`src/rtl/fupd_pkg.sv`:
```
`timescale 1ns / 1ps
`default_nettype none

package fupd_pkg;

  // Parser phase, one-hot
  typedef enum logic [6:0] {
    PH_SCHEME  = 7'b000_0001,
    PH_HOST    = 7'b000_0010,
    PH_PATH    = 7'b000_0100,
    PH_HIGH    = 7'b000_1000,
    PH_LOW     = 7'b001_0000,
    PH_STOPPED = 7'b010_0000,
    PH_ERROR   = 7'b100_0000
  } phase_e;

  typedef enum logic [1:0] {
    ST_OK         = 2'd0,
    ST_BAD_SCHEME = 2'd1,
    ST_BAD_HOST   = 2'd2,
    ST_BAD_ESCAPE = 2'd3
  } status_e;

  localparam logic [2:0] PrefixLast = 3'd6;  // last index of "file://"
  localparam logic [3:0] LocalLen   = 4'd9;  // length of "localhost"

  localparam logic [7:0] ChSlash   = 8'h2F;
  localparam logic [7:0] ChPercent = 8'h25;
  localparam logic [7:0] ChQuery   = 8'h3F;
  localparam logic [7:0] ChHash    = 8'h23;

  typedef struct packed {
    phase_e     phase;
    logic [2:0] scheme_pos;
    logic [3:0] host_pos;
    logic       host_mismatch;
    logic [3:0] high_nibble;
    status_e    first_err;
  } state_t;

  localparam state_t StateReset = '{
    phase:         PH_SCHEME,
    scheme_pos:    3'd0,
    host_pos:      4'd0,
    host_mismatch: 1'b0,
    high_nibble:   4'd0,
    first_err:     ST_OK
  };

  typedef struct packed {
    logic       emit;
    logic       has_byte;
    logic [7:0] path_byte;
    logic       end_of_uri;
    status_e    status;
  } result_t;

  function automatic logic [7:0] prefix_char(input logic [2:0] idx);
    logic [7:0] ch;
    case (idx)
      3'd0:    ch = 8'h66;  // f
      3'd1:    ch = 8'h69;  // i
      3'd2:    ch = 8'h6C;  // l
      3'd3:    ch = 8'h65;  // e
      3'd4:    ch = 8'h3A;  // :
      default: ch = ChSlash;
    endcase
    return ch;
  endfunction

  function automatic logic [7:0] local_char(input logic [3:0] idx);
    logic [7:0] ch;
    case (idx)
      4'd0:    ch = 8'h6C;  // l
      4'd1:    ch = 8'h6F;  // o
      4'd2:    ch = 8'h63;  // c
      4'd3:    ch = 8'h61;  // a
      4'd4:    ch = 8'h6C;  // l
      4'd5:    ch = 8'h68;  // h
      4'd6:    ch = 8'h6F;  // o
      4'd7:    ch = 8'h73;  // s
      4'd8:    ch = 8'h74;  // t
      default: ch = 8'h00;
    endcase
    return ch;
  endfunction

  function automatic logic [7:0] to_lower(input logic [7:0] c);
    logic [7:0] r;
    r = c;
    if (c >= 8'h41 && c <= 8'h5A) begin
      r = c + 8'd32;
    end
    return r;
  endfunction

  // {valid, value}
  function automatic logic [4:0] hex_value(input logic [7:0] c);
    logic [7:0] d;
    logic [4:0] r;
    d = 8'h00;
    r = 5'd0;
    if (c >= 8'h30 && c <= 8'h39) begin
      d = c - 8'h30;
      r = {1'b1, d[3:0]};
    end else if (c >= 8'h61 && c <= 8'h66) begin
      d = c - 8'h57;
      r = {1'b1, d[3:0]};
    end else if (c >= 8'h41 && c <= 8'h46) begin
      d = c - 8'h37;
      r = {1'b1, d[3:0]};
    end
    return r;
  endfunction

endpackage

`default_nettype wire

```
`src/rtl/fupd_step.sv`:
```
`timescale 1ns / 1ps
`default_nettype none

module fupd_step (
  input  fupd_pkg::state_t  state_i,
  input  logic [7:0]        uri_byte_i,
  input  logic              is_final_i,
  output fupd_pkg::state_t  state_o,
  output fupd_pkg::result_t result_o
);
  import fupd_pkg::*;

  state_t     nxt;
  logic       has;
  logic [7:0] pb;
  logic [4:0] hex;
  status_e    st;

  always_comb begin
    nxt = state_i;
    has = 1'b0;
    pb  = 8'h00;
    hex = hex_value(uri_byte_i);

    case (state_i.phase)
      PH_SCHEME: begin
        if (to_lower(uri_byte_i) == prefix_char(state_i.scheme_pos)) begin
          if (state_i.scheme_pos >= PrefixLast) begin
            nxt.phase      = PH_HOST;
            nxt.scheme_pos = 3'd0;
          end else begin
            nxt.scheme_pos = state_i.scheme_pos + 3'd1;
          end
        end else begin
          nxt.phase     = PH_ERROR;
          nxt.first_err = ST_BAD_SCHEME;
        end
      end
      PH_HOST: begin
        if (uri_byte_i == ChSlash) begin
          if (state_i.host_pos == 4'd0 ||
              (state_i.host_pos == LocalLen && !state_i.host_mismatch)) begin
            nxt.phase = PH_PATH;
            has       = 1'b1;
            pb        = uri_byte_i;
          end else begin
            nxt.phase     = PH_ERROR;
            nxt.first_err = ST_BAD_HOST;
          end
        end else if (state_i.host_pos < LocalLen) begin
          if (uri_byte_i != local_char(state_i.host_pos)) begin
            nxt.host_mismatch = 1'b1;
          end
          nxt.host_pos = state_i.host_pos + 4'd1;
        end else begin
          nxt.host_mismatch = 1'b1;
        end
      end
      PH_PATH: begin
        if (uri_byte_i == ChQuery || uri_byte_i == ChHash) begin
          nxt.phase = PH_STOPPED;
        end else if (uri_byte_i == ChPercent) begin
          nxt.phase = PH_HIGH;
        end else begin
          has = 1'b1;
          pb  = uri_byte_i;
        end
      end
      PH_HIGH: begin
        if (!hex[4]) begin
          nxt.phase     = PH_ERROR;
          nxt.first_err = ST_BAD_ESCAPE;
        end else begin
          nxt.high_nibble = hex[3:0];
          nxt.phase       = PH_LOW;
        end
      end
      PH_LOW: begin
        if (!hex[4] || (state_i.high_nibble == 4'd0 && hex[3:0] == 4'd0)) begin
          nxt.phase     = PH_ERROR;
          nxt.first_err = ST_BAD_ESCAPE;
        end else begin
          has       = 1'b1;
          pb        = {state_i.high_nibble, hex[3:0]};
          nxt.phase = PH_PATH;
        end
      end
      default: begin
        // stopped and error: input ignored
      end
    endcase

    // end status taken from the phase after this byte
    case (nxt.phase)
      PH_SCHEME:  st = ST_BAD_SCHEME;
      PH_HOST:    st = ST_BAD_HOST;
      PH_HIGH:    st = ST_BAD_ESCAPE;
      PH_LOW:     st = ST_BAD_ESCAPE;
      PH_PATH:    st = ST_OK;
      PH_STOPPED: st = ST_OK;
      default:    st = nxt.first_err;
    endcase
    if (!is_final_i) begin
      st = ST_OK;
    end

    result_o.emit       = has | is_final_i;
    result_o.has_byte   = has;
    result_o.path_byte  = pb;
    result_o.end_of_uri = is_final_i;
    result_o.status     = st;

    state_o = is_final_i ? StateReset : nxt;
  end

endmodule

`default_nettype wire

```
`src/rtl/file_uri_path_decoder.sv`:
```
// A result is registered in the output register, or in the skid stage while the output is held.
// Throughput: one byte per cycle while the skid stage is empty; the parse step is a single combinational pass
//   between the parser state register and the output register.
// A skid stage behind the output register absorbs one result of output stall;
//   input ready drops only while that stage is occupied.
// Reset (rst_ni low, asynchronous): scheme matching, stages empty; also after each final byte.
`timescale 1ns / 1ps
`default_nettype none

module file_uri_path_decoder (
  input  logic       clk_i,
  input  logic       rst_ni,
  input  logic       in_valid_i,
  output logic       in_ready_o,
  input  logic [7:0] uri_byte_i,
  input  logic       is_final_i,
  output logic       out_valid_o,
  input  logic       out_ready_i,
  output logic       has_byte_o,
  output logic [7:0] path_byte_o,
  output logic       end_of_uri_o,
  output logic [1:0] status_o
);
  import fupd_pkg::*;

  // parser state
  state_t  state_q, state_d;
  result_t step_res;

  // output register and skid stage
  logic    out_vld_q, out_vld_d;
  logic    skid_vld_q, skid_vld_d;
  result_t out_q, out_d;
  result_t skid_q, skid_d;

  logic in_xfer;
  logic out_xfer;
  logic push;

  fupd_step u_step (
    .state_i    (state_q),
    .uri_byte_i (uri_byte_i),
    .is_final_i (is_final_i),
    .state_o    (state_d),
    .result_o   (step_res)
  );

  assign in_ready_o = !skid_vld_q;
  assign in_xfer    = in_valid_i && in_ready_o;
  assign out_xfer   = out_vld_q && out_ready_i;
  assign push       = in_xfer && step_res.emit;  // byte or end marker

  always_comb begin
    out_vld_d  = out_vld_q;
    skid_vld_d = skid_vld_q;
    out_d      = out_q;
    skid_d     = skid_q;
    if (skid_vld_q) begin
      // no input transfer possible here; drain skid into output
      if (out_xfer) begin
        out_d      = skid_q;
        skid_vld_d = 1'b0;
      end
    end else if (push) begin
      if (!out_vld_q || out_xfer) begin
        out_d     = step_res;
        out_vld_d = 1'b1;
      end else begin
        skid_d     = step_res;
        skid_vld_d = 1'b1;
      end
    end else if (out_xfer) begin
      out_vld_d = 1'b0;
    end
  end

  always_ff @(posedge clk_i or negedge rst_ni) begin
    if (!rst_ni) begin
      state_q    <= StateReset;
      out_vld_q  <= 1'b0;
      skid_vld_q <= 1'b0;
    end else begin
      if (in_xfer) begin
        state_q <= state_d;
      end
      out_vld_q  <= out_vld_d;
      skid_vld_q <= skid_vld_d;
    end
  end

  // payload, no reset
  always_ff @(posedge clk_i) begin
    out_q  <= out_d;
    skid_q <= skid_d;
  end

  assign out_valid_o  = out_vld_q;
  assign has_byte_o   = out_q.has_byte;
  assign path_byte_o  = out_q.path_byte;
  assign end_of_uri_o = out_q.end_of_uri;
  assign status_o     = out_q.status;

`ifndef SYNTHESIS
  // skid stage only fills behind a held output
  a_skid_behind_out: assert property (@(posedge clk_i) disable iff (!rst_ni)
    skid_vld_q |-> out_vld_q)
    else $error("skid stage occupied with output register empty");

  // every result carries a byte or marks the end
  a_result_nonempty: assert property (@(posedge clk_i) disable iff (!rst_ni)
    out_vld_q |-> (out_q.has_byte || out_q.end_of_uri))
    else $error("empty result presented");

  // status only reported on the end result
  a_status_at_end: assert property (@(posedge clk_i) disable iff (!rst_ni)
    (out_vld_q && !out_q.end_of_uri) |-> (out_q.status == ST_OK))
    else $error("status set on a non-final result");

  // parser restarts after the final byte
  a_restart_after_final: assert property (@(posedge clk_i) disable iff (!rst_ni)
    (in_xfer && is_final_i) |=> (state_q.phase == PH_SCHEME))
    else $error("parser did not restart after final byte");
`endif

endmodule

`default_nettype wire

```
`config.mk`:
```
export PLATFORM = sky130hd
export DESIGN_NAME = file_uri_path_decoder
export DESIGN_NICKNAME = d
export VERILOG_FILES = /design/src/rtl/fupd_pkg.sv /design/src/rtl/fupd_step.sv /design/src/rtl/file_uri_path_decoder.sv
export SDC_FILE = /design/constraint.sdc
export NUM_CORES = 1
export LEC_CHECK = 0
export BUFFER_PORTS_ARGS = -buffer_cell sky130_fd_sc_hd__buf_2
export CELL_PAD_IN_SITES_DETAIL_PLACEMENT = 1
export CELL_PAD_IN_SITES_GLOBAL_PLACEMENT = 2
export CORE_MARGIN = 3
export CORE_UTILIZATION = 24
export DETAILED_ROUTE_END_ITERATION = 10
export PLACE_DENSITY = 0.6
export SLEW_MARGIN = 20
export SYNTH_ARGS = -nofsm -noshare
export SYNTH_HDL_FRONTEND = slang
export SYNTH_SLANG_ARGS = --single-unit
```
`constraint.sdc`:
```
create_clock -name clk_i -period 3.1 [get_ports clk_i]
set_clock_uncertainty 0.15 [all_clocks]
set_input_delay 0.155 -clock clk_i [delete_from_list [all_inputs] [get_ports clk_i]]
set_output_delay 0.155 -clock clk_i [all_outputs]
set_load 0.02 [all_outputs]
```
# After elaboration in Yosys (flattened, before gate mapping)
# Memories as Yosys holds them, arrays and structs flattened.
# Index checks and enable logic that the tools add are counted.
# op_classes
add_sub_neg	6
n_mul	0
div_mod_pow	0
n_lt_le_gt_ge	9
n_eq_ne	26
n_shift	0
mux	61
bitwise	3
reduce_logical	39
# op_table
operator	count
$mux W8	11
$pmux W7 S5	2
$mux W7	8
$mux W12	4
$eq A8 B6 Y1 const B	4
$mux W5	5
$le A8 B7 Y1 const B	3
$pmux W8 S3	1
$mux W21	1
$reduce_bool A2 Y1	9
$ge A8 B7 Y1 const B	2
$pmux W2 S4	2
$reduce_and A3 Y1	5
$eq A7 B1 Y1 const B	2
$eq A7 B2 Y1 const B	2
$eq A7 B3 Y1 const B	2
$eq A7 B4 Y1 const B	2
$eq A7 B5 Y1 const B	2
$mux W1	14
$logic_not A4 Y1	3
$mux W2	6
$mux W4	3
$logic_and A1 B1 Y1	9
$mux W3	3
27 further kinds	39
# word_totals
reg_bits	47
latchBits	0
mem_bits_rw	0
rom_bits	112
input_bits	13
out_inout_bits	14
elab_cells	161
memories	1
# memory_table
memory	depth	width	rd	rd_clocked_by_memory_dff	wr	line_no	source
(no name shown)	16	7	1	0	0	fupd_pkg.sv:73	case (idx)

# Longest topological paths before layout
# Gate-level depths: netlist (run 1).
# depth
ltp_word	17
depth_mapped	12

# Cells and area by module
# A second synthesis (run 1) with hierarchy kept.
# unflattened
cells_unflattened	386
hier_area_um2	3753.6
# modules_own_cells
module	instances	cells_per_inst	area_per_inst_um2
fupd_step	1	290	1958.1
file_uri_path_decoder	1	96	1795.5

# Worst setup path before layout (run 1)
# OpenSTA, ideal clock, no wires.
# synth_timing
path_type	register -> register
start	register state_q[11] (netlist bit)
end	register out_q (netlist bit status_o[1]), data pin
setup_ps	165
arrival_time_ps	3046
path_slack_ps	-261
path_stages_with_launch	12
n_path_buf	0
cell_sequence	dfrtp_1 > inv_1 > ha_1 > or4b_1 > o211ai_1 > o211ai_1 > o21ai_0 > o2111ai_1 > a2111o_1 > or2_0 > o311a_1 > o31ai_2
# synth_rtl
item	line_no	source
start: declaration	file_uri_path_decoder.sv:27	state_t state_q, state_d;
start signal: assignment	file_uri_path_decoder.sv:79	state_q <= StateReset;
start signal: assignment	file_uri_path_decoder.sv:84	state_q <= state_d;
end signal: assignment	file_uri_path_decoder.sv:93	out_q <= out_d;
end: declaration	file_uri_path_decoder.sv:33	result_t out_q, out_d;

==> results of run 1 <==
-- state kept, by name, summed over array words and instances (netlist names) --
register,count
path_byte_o,8
status_o,2
has_byte_o,1
skid_vld_q,1
skid_q,12
out_valid_o,1
state_q,21
end_of_uri_o,1
-- layer usage --
metal  up-vias  global-route usage, %
met2        30                  26.92
met5         -                      0
met1      1698                  19.80
met4         0                  4.164
li1       1681                      -
met3        16                  2.629
-- cells in the mapped netlist, types with 3 or more instances --
library cell and n:
ha_1 16, nand4_1 4, a2111o_1 3, mux2i_1 8
dfrtp_1 22, nand3b_1 5, mux2_2 9, nand3_1 14
o211ai_1 7, o21ai_0 26, xnor2_1 7, nor2_1 21
and3_1 6, buf_2 4, nor2b_1 9, buf_4 3
a21oi_1 26, o22ai_1 3, edfxtp_1 24, nand2_1 36
nor3_1 13, inv_1 21, nand2b_1 8, clkbuf_1 10
a22o_1 7, a211oi_1 3, a31oi_1 4
-- cells by family (layout without fill, tap and decap cells) --
logic type	count (synthesis)	after routing
adder cells (fa/ha/maj)	16	16
AO/OA/AOI/OAI	116	116
buffers and inverters	40	171
multiplexers	17	17
XOR/XNOR	8	8
flip-flops	47	47
AND/OR/NAND/NOR	135	135
-- timing repair --
action                                  in CTS  in global routing
setup buffers                                6                  4
hold buffers                                 2                  0
hold endpoints to repair                    23                  0
resized for setup                           18                 11
endpoints found under the setup margin       6                 20
pin swaps                                    9                  7
-- power breakdown --
part           internal (mW)  leakage [nW]  switching (mW)
registers              0.837         0.530          0.0972
logic                   1.05          1.51            1.10
clock network          0.298        0.0674           0.254
total                   2.19          2.11            1.45
-- area by class of cell --
cell class | instances | area [sq um]
fillers | 1656 | 9041
multi-input cells | 292 | 2175
flip-flops and latches | 47 | 1297
repair buffers | 141 | 1022
well taps | 180 | 225.2
clock buffers | 5 | 125.1
inverters | 22 | 82.58
clock inverters | 3 | 20.02
-- final timing paths --
kind,slack [ns],cells after the start,end,from
max,-0.23,17,status_o[1]$_DFFE_PP_,state_q[12]$_DFFE_PN0P_
min reg2reg,0.37,2,state_q[1]$_DFFE_PN0P_,state_q[1]$_DFFE_PN0P_
min,0.03,3,skid_vld_q$_DFF_PN0_,in_valid_i
min in group asynchronous,0.25,2,out_valid_o$_DFFE_PN0P_,rst_ni
max in group asynchronous,2.15,2,state_q[12]$_DFFE_PN0P_,rst_ni
max reg2reg,-0.23,17,status_o[1]$_DFFE_PP_,state_q[12]$_DFFE_PN0P_
-- worst register-to-register path, cell delays in order, from the launching register on --
cell and delay (ns):
dfrtp_1 0.44, buf_6 0.15, ha_4 0.15, ha_4 0.16
buf_4 0.12, buf_4 0.13, nor2b_1 0.09, o21ai_0 0.09
o211ai_1 0.12, o21ai_2 0.12, buf_4 0.14, buf_4 0.12
nand3_1 0.13, o21ai_2 0.09, buf_4 0.17, or2_4 0.25
o311a_1 0.33, o31ai_2 0.20
-- stage by stage --
stage	hold slack, ns	TNS, ns	util (%)	std cells	power, mW
floorplan	-0.2906	-0.05338	-	379	2.008
global placement	0.05896	-1.100	32.69	670	2.805
detailed placement	0.06017	-1.908	32.69	670	2.860
CTS	0.03562	-0.8374	34.78	686	3.592
global route	0.05366	-1.724	35.37	690	3.934
finish	0.03290	-0.6745	35.37	690	3.639
==> out/results.ini, run 1 <==
[timing]
setup_viol_count_final=4
fin_crit_sh_pct=107.3
min_period_ns=3.326
report.final.slew_viol_count=0
setup_ws_ns=-0.2258
finalHoldViolCount=0
relSlewSlack_pct=59.60
worst_pin_slew_ns=0.6060
timing.fmax_mhz=300.7
rsz0062_at_grt=yes

[placed_design]
dpl.hpwl_microns=9486
place_ws_ns=-0.3652
port_buffers=26
place_area_sq_um=4573
place_congestion=0.8169

[worst_setup_path]
critical_path.top_delay_family=compound AO/OA/AOI/OAI gates
required_ns=3.08
slowest_stage=dfrtp_1
path_class=reg -> reg
crit_chain=buf_6 -> ha_4 -> ha_4 -> buf_4 -> buf_4 -> nor2b_1 -> o21ai_0 -> o211ai_1 -> o21ai_2 -> buf_4 -> buf_4 -> nand3_1 -> o21ai_2 -> buf_4 -> or2_4 -> o311a_1 -> o31ai_2
crit_buf_inv=6
path_max_fanout=4
crit_path_max_incr_delay_ns=0.44
crit_arrival_ns=3.31
start_kind=flip-flop
cp-end-kind=flip-flop
critPathMostFrequentCell=buf_4

[global_route]
grt_antenna_before_repair=0
grt_overflow_total=0
grt_max_degree=24
grt_pass1_vias=3622
grt_pass1_wl_microns=19820
grt_util_all_layers_pct=15.46

[synthesis]
synth_compound_area_share_pct=23.39
ys_warn_count=0
synth_async_sr_flop_share_pct=48.94
synth_xor_area_share_pct=2.021
syn-cell-area_sq_um=3467
syn_nets=408
syn_area_per_cell_sq_um=9.148
ys.flop_type=edfxtp_1
synth.area.mux_share_pct=5.233
synth-edff-count=24
synth_top_family_by_area=compound AO/OA/AOI/OAI gates
synth.top_cell.area_share_pct=20.79
synthAdderAreaFrac_pct=5.774
yosys_register_bits=47
synth.area.top_cells=edfxtp_1 21%, dfrtp_1 16%, ha_1 5.8%
ys_seq_area_share_pct=37.42
syn_inst=379
ys_types=73
yosysTopAreaCell=edfxtp_1
synth-simple-area-share_pct=21.15

[route]
first_iter_violations=137
drt_first_pass_iters=5
topRoutingLayerUsed=met4
vias=3425
drc=0
routed_wl_microns=11950
wl_per_cell_microns=17.32
wl_met2_microns=6013
wl_met1_microns=5516
wl_met3_microns=244
viasPerCell=4.964
antenna_left=0

[run]
cap_violations=0

[finish]
finalInstanceArea_sq_um=4947
insertedDiodeCount=0
nets=538
layout_common_cells=109 x buf_4, 35 x nand2_1, 26 x buf_2, 24 x edfxtp_1
synthToLayoutAreaGrowth_pct=42.69
final_common_cell=buf_4
drive_gt1_share_pct=39.80

[floorplan]
die_area_sq_um=15920
initial_utilization_pct=24.79
io_pins=27
die_x_microns=126.2
coreArea_sq_um=13990
dieHeight_microns=126.2
rows=43

[clock_network]
clk_path_buf_depth=2
cts_tree=done
cts.sinks=47
clock_latency_ns=0.30
root_buffer=clkbuf_16
numCtsBuffers=5
clk_pin_slew_worst_paths_ns=0.07
htree_levels=2

[pwr]
p_leak_nw=2.112
pwr_density_cell_nw_per_um2=735.5
irDropWorstVdd_mv=0.2635

[min_path]
hp-class=in -> reg

[run_status]
violations=negative setup slack
status=finished, violations left

No activity file was read; power rests on OpenSTA's default activity.
==> run 2, diff against run 1 <==
- BUFFER_PORTS_ARGS: -buffer_cell sky130_fd_sc_hd__buf_2 -> unset
- DONT_BUFFER_PORTS: unset -> 1
- PLACE_DENSITY: 0.6 -> 0.57
- SLEW_MARGIN: 20 -> unset
==> run 2 against run 1 <==
Net effect:
- the run still ends with negative setup slack left
- critical path depth shrank 6
- sequential power up 10%
- combinational power shrank 9.3%
- sequential share of layout area is 1.1 points higher
- global-route usage down 0.26 points
- critical path type unchanged
- critical endpoint unchanged
==> out/results.ini, run 2 (synthesized netlist as in run 1, its figures left out) <==
[clock_network]
numCtsBuffers=5  ; unchanged
clk_pin_slew_worst_paths_ns=0.07  ; about the same
root_buffer=clkbuf_16
cts.sinks=47  ; unchanged
htree_levels=2  ; unchanged
cts_tree=done
clock_latency_ns=0.30  ; about the same
clk_path_buf_depth=2  ; unchanged

[run]
cap_violations=0  ; unchanged

[global_route]
grt_max_degree=24  ; unchanged
grt_pass1_vias=3470  ; -4.2%
grt_util_all_layers_pct=15.20  ; -0.26 points
grt_pass1_wl_microns=19300  ; -2.6%
grt_antenna_before_repair=0  ; unchanged
grt_overflow_total=0  ; unchanged

[timing]
report.final.slew_viol_count=0  ; unchanged
setup_ws_ns=-0.2183  ; +0.007526 ns
fin_crit_sh_pct=107.0  ; -0.24 points
worst_pin_slew_ns=0.8025  ; +0.1965 ns
relSlewSlack_pct=46.33  ; -13 points
min_period_ns=3.318  ; -0.007526 ns
finalHoldViolCount=0  ; unchanged
rsz0062_at_grt=yes
setup_viol_count_final=4  ; unchanged
timing.fmax_mhz=301.4  ; +0.23%

[pwr]
p_seq_share_pct=28.4  ; +2.7 points
power_frac_comb_pct=53.9  ; -5.3 points
clockPowerShare_pct=17.7  ; +2.5 points
p_leak_nw=1.950  ; -7.7%
switching_share_pct=38.91  ; -0.98 points
irDropWorstVdd_mv=0.2755  ; +4.6%
switching_power_mw=1.407  ; -3.1%
p_int_mw=2.208  ; +0.95%
pwr_density_cell_nw_per_um2=760.4  ; +3.4%
power.total_mw=3.615  ; -0.67%

[worst_setup_path]
start_kind=flip-flop
cp-end-kind=flip-flop
r2r_cells=11  ; -6
crit_arrival_ns=3.30  ; about the same
required_ns=3.08  ; about the same
path_class=reg -> reg
path_max_fanout=4  ; unchanged

[floorplan]
die_area_sq_um=15920  ; unchanged
initial_utilization_pct=24.79  ; unchanged
coreArea_sq_um=13990  ; unchanged
rows=43  ; unchanged
die_x_microns=126.2  ; unchanged
io_pins=27  ; unchanged
dieHeight_microns=126.2  ; unchanged

[route]
first_iter_violations=108  ; -21%
drt_first_pass_iters=4  ; -1
viasPerCell=4.991  ; +0.54%
wl_per_cell_microns=18.30  ; +5.7%
drc=0  ; unchanged
antenna_left=0  ; unchanged
vias=3234  ; -5.6%
routed_wl_microns=11860  ; -0.76%

[finish]
synthToLayoutAreaGrowth_pct=37.10
nets=496  ; -7.8%
utilization_pct=33.98  ; -1.4 points
top_register=state_q
drive_gt1_share_pct=32.48  ; -7.3 points
final_common_cell=buf_4
largest_reg_flops=21  ; unchanged
layout_common_cells=83 x buf_4, 35 x nand2_1, 24 x o21ai_0, 24 x edfxtp_1, 23 x a21oi_1
insertedDiodeCount=0  ; unchanged
fillers=1635  ; -1.3%

[run_status]
status=finished, violations left
violations=negative setup slack

[placed_design]
dpl.hpwl_microns=8837  ; -6.8%
port_buffers=0  ; -100%
place_congestion=0.7980  ; -2.3%

[min_path]
hp-class=in -> reg
hold_depth=4  ; +1

[run 2: changes by cell type in the layout (fill, tap and decap cells not counted), sizes merged]
cell,before,now
clkinvlp,1,0
bufinv,0,1
buf,139,89
dlygate4sd3,2,10
[run 2: worst max-delay path, cell delays in order, from the launching register on]
cell	delay, ns
dfrtp_1	0.41
inv_2	0.10
ha_4	0.18
or4b_1	0.52
o211ai_1	0.17
o211ai_1	0.12
o21ai_2	0.11
o2111ai_4	0.15
a2111o_1	0.44
or2_1	0.25
o311a_1	0.33
o31ai_2	0.20
[run 2: routing by layer]
| metal | track usage, % | up-vias | wire length (microns) |
|---|---|---|---|
| li1 | - | 1595 | - |
| met1 | 19.71 | 1597 | 5574 |
| met2 | 26.23 | 31 | 5963 |
| met3 | 2.120 | 11 | 157 |
| met4 | 4.669 | 0 | 165 |
| met5 | 0 | - | 0 |
[run 2: through the flow]
stage,TNS [ns],worst slack (ns),cells,area [sq um],hold WS [ns]
finish,-0.5556,-0.2183,648,4753,0.04796
global route,-1.161,-0.3738,648,4753,0.07040
CTS,-0.2981,-0.2028,643,4651,0.04735
detailed placement,-1.163,-0.3052,620,4263,-0.2901
global placement,-0.5959,-0.1979,620,4263,-0.2900
floorplan,-0.05338,-0.05338,379,3523,-0.2906
[run 2: layout make-up]
type,count,area (sq um),area share (%)
inverters,22,85.08,1.790
well taps,180,225.2,4.738
clock buffers,5,125.1,2.632
repair buffers,99,808.3,17.00
multi-input cells,292,2167,45.59
clock inverters,3,43.79,0.9213
flip-flops and latches,47,1299,27.32
[run 2: worst paths after layout]
kind	from	slack (ns)	to
setup reg to reg	state_q[11]$_DFFE_PN0P_	-0.22	status_o[1]$_DFFE_PP_
hold reg to reg	state_q[0]$_DFFE_PN0P_	0.38	state_q[0]$_DFFE_PN0P_
max in group asynchronous	rst_ni	2.41	state_q[14]$_DFFE_PN1P_
setup / recovery	state_q[11]$_DFFE_PN0P_	-0.22	status_o[1]$_DFFE_PP_
min in group asynchronous	rst_ni	0.15	state_q[5]$_DFFE_PN0P_
hold / removal	uri_byte_i[7]	0.05	state_q[6]$_DFFE_PN0P_
[run 2: power by group through the flow]
stage / combinational [mW] / sequential (mW) / clock, mW
after floorplan: 0.993 / 1.01 / 0
after global placement: 1.61 / 1.04 / 0
after detailed placement: 1.66 / 1.04 / 0
after CTS: 1.82 / 1.03 / 0.664
after global routing: 2.15 / 1.05 / 0.682
final: 1.95 / 1.03 / 0.641
[run 2: repair_timing]
action / in CTS / in global routing
setup buffers: 4 / 6
endpoints found under the setup margin: 7 / 21
pin swaps: 7 / 8
hold buffers: 11 / 0
hold endpoints to repair: 51 / 0
cloned: 0 / 0
resized for setup: 14 / 15
==> run 3, diff against run 2 <==
- CAP_MARGIN: unset -> 20
- PLACE_DENSITY: 0.57 -> 0.55
- RECOVER_POWER: unset -> 50
- clock period: 3.1 -> 3.4 ns (I/O delays scaled with it)
==> run 3 against run 2 <==
Net effect:
- the flow still finishes with violations (negative setup slack)
- routed wire length is 2.6% lower
- cell count is 5.2% lower
- critical path type unchanged
- largest power group unchanged
- utilization is 2.8 points lower
- largest cell class unchanged
==> out/results.ini, run 3 (synthesized netlist as in run 1, its figures left out) <==
[placed_design]
dp_cells=588  ; -5.2%
place_congestion=0.7449  ; -6.7%
place_ws_ns=-0.1091  ; +0.1962 ns
dpl.hpwl_microns=8490  ; -3.9%
port_buffers=0  ; unchanged
place_area_sq_um=3954  ; -7.2%

[floorplan]
die_area_sq_um=15920  ; unchanged
rows=43  ; unchanged
io_pins=27  ; unchanged
initial_utilization_pct=24.79  ; unchanged
coreArea_sq_um=13990  ; unchanged
dieHeight_microns=126.2  ; unchanged
die_x_microns=126.2  ; unchanged

[timing]
rsz0062_at_grt=yes
tns_ns=-0.01554  ; +0.5401 ns
report.final.slew_viol_count=0  ; unchanged
fin_crit_sh_pct=100.5  ; -6.6 points
min_period_ns=3.416  ; +0.09723 ns
finalHoldViolCount=0  ; unchanged
setup_viol_count_final=1  ; -3
hold_slack_ns=0.01411  ; -0.03385 ns
timing.fmax_mhz=292.8  ; -2.8%
worst_pin_slew_ns=1.454  ; +0.6512 ns
relSlewSlack_pct=3.091  ; -43 points
setup_ws_ns=-0.01554  ; +0.2028 ns

[worst_setup_path]
path_class=reg -> reg
path_max_fanout=6  ; +2
cp-end-kind=flip-flop
crit_arrival_ns=3.40  ; +0.10 ns
start_kind=flip-flop
required_ns=3.38  ; +0.30 ns

[finish]
largest_reg_flops=21  ; unchanged
nets=462  ; -6.9%
seq_area_sq_um=1297  ; about the same
multiInputGateArea_sq_um=2062  ; -4.8%
finalInstanceArea_sq_um=4355  ; -8.4%
layout_common_cells=52 x buf_4, 36 x nand2_1, 26 x a21oi_1, 24 x edfxtp_1, 23 x o21ai_0
insertedDiodeCount=0  ; unchanged
synthToLayoutAreaGrowth_pct=25.62
top_register=state_q
utilization_pct=31.14  ; -2.8 points
final_common_cell=buf_4
fillers=1631  ; -0.24%
instances_no_fill=614  ; -5.2%
drive_gt1_share_pct=22.12  ; -10 points

[clock_network]
root_buffer=clkbuf_16
numCtsBuffers=5  ; unchanged
clk_path_buf_depth=2  ; unchanged
clk_pin_slew_worst_paths_ns=0.07  ; about the same
cts.sinks=47  ; unchanged
clock_latency_ns=0.30  ; about the same
htree_levels=2  ; unchanged
cts_tree=done

[global_route]
grt_pass1_vias=3384  ; -2.5%
grt_util_all_layers_pct=14.87  ; -0.33 points
grt_pass1_wl_microns=18830  ; -2.4%
grt_antenna_before_repair=0  ; unchanged
grt_overflow_total=0  ; unchanged
grt_max_degree=24  ; unchanged

[route]
wl_per_cell_microns=18.82  ; +2.8%
vias=3129  ; -3.2%
viasPerCell=5.096  ; +2.1%
antenna_left=0  ; unchanged
drt_first_pass_iters=4  ; unchanged
drc=0  ; unchanged
routed_wl_microns=11560  ; -2.6%
first_iter_violations=125  ; +16%

[min_path]
hp-class=in -> reg

[pwr]
irDropWorstVdd_mv=0.1996  ; -28%
power.total_mw=3.065  ; -15%
p_leak_nw=1.764  ; -9.5%
pwr_density_cell_nw_per_um2=703.8  ; -7.4%

[run_status]
violations=negative setup slack
status=finished, violations left

[run]
cap_violations=0  ; unchanged

[run 3: cell count changes in the layout (fill, tap and decap cells not counted), moves of 3 or more]
| cell | change |
|---|---|
| clkbuf_1 | +4 |
| buf_6 | -4 |
| a21oi_1 | +3 |
| inv_1 | +3 |
| buf_4 | -31 |
| o21ai_1 | +3 |
| a21oi_2 | -3 |
[run 3: repair_timing]
action,CTS,global route
gates resized for setup,6,12
pin swaps,5,11
setup endpoints to repair,4,4
buffers inserted,5,3
hold buffers,10,0
hold endpoints to repair,49,0
[run 3: area by class of cell]
| type | instances | share of cell area [%] |
|---|---|---|
| multi-input combinational | 292 | 47.34 |
| sequential | 47 | 29.79 |
| timing repair buffer | 65 | 11.46 |
| tap | 180 | 5.171 |
| clock buffer | 6 | 2.959 |
| inverter | 22 | 1.896 |
| clock inverter | 2 | 1.379 |
[run 3: final timing paths]
kind / start / end / slack, ns / depth (start not counted)
setup / recovery: state_q[12]$_DFFE_PN0P_ / status_o[1]$_DFFE_PP_ / -0.02 / 11
hold / removal: is_final_i / status_o[0]$_DFFE_PP_ / 0.01 / 2
setup reg to reg: state_q[12]$_DFFE_PN0P_ / status_o[1]$_DFFE_PP_ / -0.02 / 11
hold reg to reg: state_q[0]$_DFFE_PN0P_ / state_q[0]$_DFFE_PN0P_ / 0.35 / 2
max in group asynchronous: rst_ni / state_q[18]$_DFFE_PN0P_ / 1.62 / 2
min in group asynchronous: rst_ni / state_q[4]$_DFFE_PN0P_ / 0.62 / 2
[run 3: power by group]
| part | switching, mW | leakage (nW) | total [mW] | internal, mW |
|---|---|---|---|---|
| combinational | 0.753 | 1.14 | 1.45 | 0.695 |
| clock | 0.239 | 0.0911 | 0.661 | 0.423 |
| sequential | 0.190 | 0.530 | 0.956 | 0.766 |
| total | 1.18 | 1.76 | 3.07 | 1.88 |
[run 3: worst max-delay path, stage by stage, from the launching register on]
cell and delay, ns:
dfrtp_1 0.41, buf_4 0.15, ha_1 0.22, ha_4 0.20
o211ai_1 0.20, xnor2_1 0.12, nor4_2 0.31, o2111ai_2 0.18
a2111o_1 0.47, or2_1 0.26, o311a_1 0.37, o31ai_2 0.18
[run 3: layer usage]
metal | vias up | part of all wire, % | global-route usage (%)
li1 | 1525 | - | -
met1 | 1564 | 47 | 18.95
met2 | 30 | 50 | 25.82
met3 | 10 | 2.2 | 2.969
met4 | 0 | 1.4 | 3.722
met5 | - | 0 | 0
